[src/sv/scmd_pkg.sv]
// ----------------------------------------------------------------------------
// scmd_pkg
// Shared constants and helpers for the segmented code message decoder.
// ----------------------------------------------------------------------------
package scmd_pkg;

	// Default longest code length
	localparam int MAX_CODE_LEN_DEF = 7;

	// Field widths
	localparam int CHAR_W   = 8;
	localparam int LEN_BITS = 3;
	localparam int ACC_W    = 7;
	localparam int IDX_W    = 8;

	// Line-break characters
	localparam logic [CHAR_W-1:0] CH_LF = 8'd10;
	localparam logic [CHAR_W-1:0] CH_CR = 8'd13;

	// Entries for lengths 1..max_len: sum of (2^len - 1)
	function automatic int cb_depth(input int max_len);
		return (2 << max_len) - max_len - 2;
	endfunction

endpackage

[src/sv/segmented_code_message_decoder.sv]
// Timing: a result appears on the master side in the cycle after the character
//   that completes its code (or the zero length) is transferred.
// Throughput: one character per cycle unless the master side stalls; the
//   single registered codebook read lets a new character follow every cycle.
// Reset: arst_n clears the phase, length and fill state; the codebook memory
//   is not cleared, entries beyond the current fill count decode as 0.
// ----------------------------------------------------------------------------
// segmented_code_message_decoder
// Fills a codebook from header characters, then decodes bit characters into
// codebook symbols, one newline with message_end at each message end.
// ----------------------------------------------------------------------------
module segmented_code_message_decoder import scmd_pkg::*; #(
	parameter int MAX_CODE_LEN = MAX_CODE_LEN_DEF
) (
	input  logic              clk,
	input  logic              arst_n,
	input  logic              s_axis_tvalid,
	output logic              s_axis_tready,
	input  logic [CHAR_W-1:0] s_axis_tdata,  // [7:0] in_char
	output logic              m_axis_tvalid,
	input  logic              m_axis_tready,
	output logic [CHAR_W-1:0] m_axis_tdata,  // [7:0] out_char
	output logic              m_axis_tuser   // [0] message_end
);

	localparam int DEPTH = cb_depth(MAX_CODE_LEN);
	localparam int AW    = $clog2(DEPTH);
	localparam int FW    = $clog2(DEPTH + 1);

	// Decoder state
	logic                bit_phase_q, bit_phase_d;
	logic                reading_len_q, reading_len_d;
	logic [LEN_BITS-1:0] cur_len_q, cur_len_d;
	logic [ACC_W-1:0]    acc_q, acc_d;
	logic [LEN_BITS-1:0] taken_q, taken_d;
	logic [FW-1:0]       fill_q, fill_d;

	// Result register
	logic out_valid_q, end_q, hit_q;

	// Per-character decode
	logic                accept;
	logic                brk;
	logic [ACC_W-1:0]    acc_shift;
	logic [LEN_BITS-1:0] taken_inc;
	logic [ACC_W-1:0]    code_mask;
	logic [ACC_W-1:0]    code_val;
	logic [IDX_W-1:0]    idx_base;
	logic [IDX_W-1:0]    idx;
	logic                res_valid, res_end, res_lookup, res_hit;
	logic                wr_en;
	logic [CHAR_W-1:0]   rd_data;

	assign accept        = s_axis_tvalid && s_axis_tready;
	assign s_axis_tready = !out_valid_q || m_axis_tready;
	assign brk           = (s_axis_tdata == CH_LF) || (s_axis_tdata == CH_CR);
	assign acc_shift     = {acc_q[ACC_W-2:0], s_axis_tdata[0]};
	assign taken_inc     = taken_q + LEN_BITS'(1);
	assign code_mask     = (ACC_W'(1) << cur_len_q) - ACC_W'(1);
	assign code_val      = acc_shift & code_mask;
	assign idx_base      = (IDX_W'(1) << cur_len_q) - IDX_W'(cur_len_q) - IDX_W'(1);
	assign idx           = idx_base + IDX_W'(code_val);
	assign res_hit       = (32'(cur_len_q) <= MAX_CODE_LEN) && (idx < IDX_W'(fill_q));

	// Next state for the offered character
	always_comb begin
		bit_phase_d   = bit_phase_q;
		reading_len_d = reading_len_q;
		cur_len_d     = cur_len_q;
		acc_d         = acc_q;
		taken_d       = taken_q;
		fill_d        = fill_q;
		res_valid     = 1'b0;
		res_end       = 1'b0;
		res_lookup    = 1'b0;
		wr_en         = 1'b0;
		if (!bit_phase_q) begin
			// Header: store symbols, a line break after an entry or a full codebook ends it
			if (brk) begin
				if (fill_q != '0) begin
					bit_phase_d   = 1'b1;
					reading_len_d = 1'b1;
					cur_len_d     = '0;
					acc_d         = '0;
					taken_d       = '0;
				end
			end else begin
				wr_en  = 1'b1;
				fill_d = fill_q + FW'(1);
				if (fill_d == FW'(DEPTH)) begin
					bit_phase_d   = 1'b1;
					reading_len_d = 1'b1;
					cur_len_d     = '0;
					acc_d         = '0;
					taken_d       = '0;
				end
			end
		end else if (!brk) begin
			// Bit phase: shift in the low bit of the character
			acc_d   = acc_shift;
			taken_d = taken_inc;
			if (reading_len_q) begin
				if (taken_inc == LEN_BITS'(LEN_BITS)) begin
					acc_d   = '0;
					taken_d = '0;
					if (acc_shift[LEN_BITS-1:0] == '0) begin
						bit_phase_d   = 1'b0;
						fill_d        = '0;
						reading_len_d = 1'b1;
						cur_len_d     = '0;
						res_valid     = 1'b1;
						res_end       = 1'b1;
					end else begin
						cur_len_d     = acc_shift[LEN_BITS-1:0];
						reading_len_d = 1'b0;
					end
				end
			end else if (taken_inc == cur_len_q) begin
				acc_d   = '0;
				taken_d = '0;
				if (code_val == code_mask) begin
					reading_len_d = 1'b1;
				end else begin
					res_valid  = 1'b1;
					res_lookup = 1'b1;
				end
			end
		end
	end

	// Advance decoder state on each transfer
	always_ff @(posedge clk or negedge arst_n) begin
		if (!arst_n) begin
			bit_phase_q   <= 1'b0;
			reading_len_q <= 1'b1;
			cur_len_q     <= '0;
			acc_q         <= '0;
			taken_q       <= '0;
			fill_q        <= '0;
		end else if (accept) begin
			bit_phase_q   <= bit_phase_d;
			reading_len_q <= reading_len_d;
			cur_len_q     <= cur_len_d;
			acc_q         <= acc_d;
			taken_q       <= taken_d;
			fill_q        <= fill_d;
		end
	end

	// Codebook storage and lookup
	scmd_codebook #(
		.MAX_CODE_LEN(MAX_CODE_LEN)
	) u_codebook (
		.clk    (clk),
		.wr_en  (accept && wr_en),
		.wr_addr(fill_q[AW-1:0]),
		.wr_data(s_axis_tdata),
		.rd_en  (accept && res_lookup),
		.rd_addr(idx[AW-1:0]),
		.rd_data(rd_data)
	);

	// Result register: load when free or being drained
	always_ff @(posedge clk or negedge arst_n) begin
		if (!arst_n) begin
			out_valid_q <= 1'b0;
		end else if (s_axis_tready) begin
			out_valid_q <= accept && res_valid;
		end
	end

	always_ff @(posedge clk) begin
		if (accept && res_valid) begin
			end_q <= res_end;
			hit_q <= res_hit;
		end
	end

	// Drive the master side
	assign m_axis_tvalid = out_valid_q;
	assign m_axis_tuser  = end_q;
	assign m_axis_tdata  = end_q ? CH_LF : (hit_q ? rd_data : '0);

endmodule

[src/sv/scmd_codebook.sv]
// ----------------------------------------------------------------------------
// scmd_codebook
// Codebook storage: one write port, one read port with registered read data.
// ----------------------------------------------------------------------------
module scmd_codebook import scmd_pkg::*; #(
	parameter int MAX_CODE_LEN = MAX_CODE_LEN_DEF,
	localparam int DEPTH = cb_depth(MAX_CODE_LEN),
	localparam int AW    = $clog2(DEPTH)
) (
	input  logic              clk,
	input  logic              wr_en,
	input  logic [AW-1:0]     wr_addr,
	input  logic [CHAR_W-1:0] wr_data,
	input  logic              rd_en,
	input  logic [AW-1:0]     rd_addr,
	output logic [CHAR_W-1:0] rd_data
);

	logic [CHAR_W-1:0] mem [DEPTH];

	// Store header symbols
	always_ff @(posedge clk) begin
		if (wr_en) begin
			mem[wr_addr] <= wr_data;
		end
	end

	// Read on demand, hold the data otherwise
	always_ff @(posedge clk) begin
		if (rd_en) begin
			rd_data <= mem[rd_addr];
		end
	end

endmodule

[config.mk]
export PLATFORM = sky130hd
export DESIGN_NAME = segmented_code_message_decoder
export DESIGN_NICKNAME = d
export VERILOG_FILES = /design/src/sv/scmd_pkg.sv /design/src/sv/segmented_code_message_decoder.sv /design/src/sv/scmd_codebook.sv
export SDC_FILE = /design/constraint.sdc
export NUM_CORES = 2
export LEC_CHECK = 0
export ABC_CLOCK_PERIOD_IN_PS = 5800
export BUFFER_PORTS_ARGS = -buffer_cell sky130_fd_sc_hd__buf_4
export CAP_MARGIN = 10
export CORE_AREA = 2 2 517 391
export CTS_BUF_LIST = sky130_fd_sc_hd__clkbuf_8
export DETAILED_ROUTE_END_ITERATION = 8
export DIE_AREA = 0 0 519 393
export REMOVE_ABC_BUFFERS = 1
export SLEW_MARGIN = 20
export SYNTH_ARGS = -nofsm -noshare
export SYNTH_HDL_FRONTEND = slang
export SYNTH_SLANG_ARGS = --single-unit
[constraint.sdc]
create_clock -name clk -period 5.8 [get_ports clk]
set_input_delay 1.74 -clock clk [delete_from_list [all_inputs] [get_ports clk]]
set_output_delay 1.74 -clock clk [all_outputs]
set_load 0.01 [all_outputs]
==> impl_metrics.toml <==
[run_status]
status = "completed"

[global_route]
grt_pass1_wl_mm = 294.1
grt_max_degree = 197
track_usage_pct = 19.80
antenna_found_initial = 4
overflow = 0
first_global_vias = 40620

[layout]
drive_gt1_share_pct = 27.13
diodes = 0
area_growth_pct = 13.64
final_nets = 4364

[route]
drt-total-wl_mm = 204.6
ant_nets = 0
routed-via-count = 41100
dr.pass1.iters = 7
route.detailed.drc = 0
viasPerCell = 5.702
drt_iter0_drc = 5380
wl_per_cell_um = 28.38

[critical_path]
r2r-start = "cur_len_q[2]"
start_kind = "primary input"
reg2regPathDepth = 12
critPathRequiredTime_ps = 6310
worstPathArrival_ps = 5810
timing.rr.end = "u_codebook.rd_data[3]"
rrSetupSlack_ps = 650
crit_fanout = 150
worstSetupPathType = "in -> reg"
crit_path_end_kind = "flip-flop"

[floorplanning]
die_area_um2 = 204000
ios = 23
die_w_um = 519
start_util_pct = 39.83
num_rows = 142
fp.dieH_um = 393
core_area_um2 = 198600

[cts]
cts_setup_buffers = 0
cts.sinks = 2009
post_cts_resize_count = 0
cts_buffer_depth = 4
cts_tree = "yes"
clk_latency_ps = 920
ctsHoldBuffers = 0
cts_root_buffer = "clkbuf_8"
htree_levels = 5
clkTransAtPathRegs_ps = 60
numCtsBuffers = 302

[placed_design]
gp_congestion = 0.8838
port_buffers = 22
dpl.hpwl_mm = 127.2

[run]
maxCapViolations = 0

[synth]
yosys_warnings = 0
synth-edff-count = 1986
ys_ff_latch = 2009
ys.flop_type = "edfxtp_1"
syn_inst = 3942
async_reset_ff_share_pct = 1.145
syn_area_um2 = 79120
ys_types = 67
synthTopCellsByCount = "1986 x edfxtp_1, 517 x mux4_2, 361 x nand2_1"
ys_seq_area_share_pct = 76.10
synth_top_cell_by_area = "edfxtp_1"
synth.most_common_cell = "edfxtp_1"
netlist.area_leader.share_pct = 75.37
synthTopCellsByArea = "edfxtp_1 75%, mux4_2 15%, nand2_1 1.7%"
avgSynthCellArea_um2 = 20.07

[timing]
finalSetupViolations = 0
fmax_mhz = 188.8
grt_setup_unrepaired = "no"
fin_skew_ps = 35.96
tns_ps = 0
slew_headroom_pct = 22.02
final-hold-violation-count = 0
min_period_ps = 5298
fin_hold_ws_ps = 544.8
worstMarginPinSlew_ps = 1166
slew_viol_final = 0
fin_crit_sh_pct = 91.34

[hold_path]
holdPathStages = 1
min_from = "taken_q[1]"
min_to = "taken_q[1]"
holdCritPathClass = "reg -> reg"
==> routing by layer <==
layer | share of wire (%) | wire length (um) | track usage [%]
met1 | 44 | 90470 | 30.45
met2 | 44 | 89260 | 28.21
met3 | 10 | 20420 | 4.877
met4 | 2.1 | 4383 | 4.848
met5 | 0.0064 | 13 | 0
==> how the worst max path moves through the flow <==
stage / cells after the start / to / from / slack (ps)
CTS: 12 / u_codebook.rd_data[3] / cur_len_q[2] / 710
global route: 16 / u_codebook.rd_data[2] / cur_len_q[2] / 470
floorplan: 8 / u_codebook.rd_data[6] / s_axis_tdata[0] / -19420
global placement: 12 / u_codebook.rd_data[3] / s_axis_tdata[0] / -150
finish: 9 / u_codebook.mem[35][5] / s_axis_tdata[0] / 500
detailed placement: 9 / u_codebook.mem[35][5] / s_axis_tdata[0] / -230
==> cells in the final DEF, fill, tap and decap left out, drive strengths merged, types with 5 or more instances in the layout <==
cell type,synthesis,final
and2,7,7
mux2i,41,41
a22o,6,6
mux2,6,6
nand4,70,70
a32o,15,15
mux4,517,517
nor2b,5,5
dfrtp,22,22
o2111ai,7,7
nor3,26,26
a311oi,12,12
a31oi,5,5
edfxtp,1986,1986
a32oi,11,11
a2111o,5,5
nand2,361,361
xnor2,7,7
nand3,100,100
clkinv,0,107
inv,37,135
clkbuf,115,307
o22ai,9,9
a21o,7,7
nor2,295,295
buf,115,309
ha,23,23
o21ai,29,29
o211ai,16,16
a21oi,30,30
nand2b,7,7
clkinvlp,0,8
==> through the flow <==
step / cell area [um2] / worst slack, ps / cells / utilization [%]
final: 89920 / 502.4 / 7208 / 45.27
after floorplan: 78040 / -19420 / 3712 / -
after global placement: 84670 / -150.9 / 6685 / 42.62
after global routing: 89920 / 466.2 / 7208 / 45.27
after detailed placement: 84670 / -233.9 / 6685 / 42.62
after CTS: 89910 / 708.8 / 7208 / 45.26
==> sequential cells by signal, summed over array words and instances (netlist names), 3 cells and up <==
register / flops
fill_q: 8
taken_q: 3
u_codebook.rd_data: 8
acc_q: 6
u_codebook.mem: 1976
cur_len_q: 3
==> kinds of logic after synthesis <==
family / after synthesis / synth area share [%]
AND/OR/NAND/NOR: 894 / 4.845
AO/OA/AOI/OAI: 173 / 1.611
flip-flops: 2009 / 76.10
adder cells (fa/ha/maj): 27 / 0.4649
multiplexers: 564 / 15.32
buffers and inverters: 267 / 1.548
XOR/XNOR: 8 / 0.1075
==> cell type report <==
class	instances	area, um2
Clock buffer	307	4225
Clock inverter	216	1013
Fill cell	17050	108700
Inverter	37	143.9
Multi-Input combinational cell	1666	17830
Sequential cell	2009	60210
Tap cell	2664	3333
Timing Repair Buffer	309	3159
==> critical path, cell delays in order <==
cell     delay [ps]
buf_8           120
buf_12          180
and3b_1         390
o211a_1         310
nor2_1          210
nand2_1         120
nor3_1          720
nand2_1         770
nor2_1          960
Power is left out: the tool's default activity adds up to more than one toggle a clock period on the data nets, which glitch-free logic cannot reach.
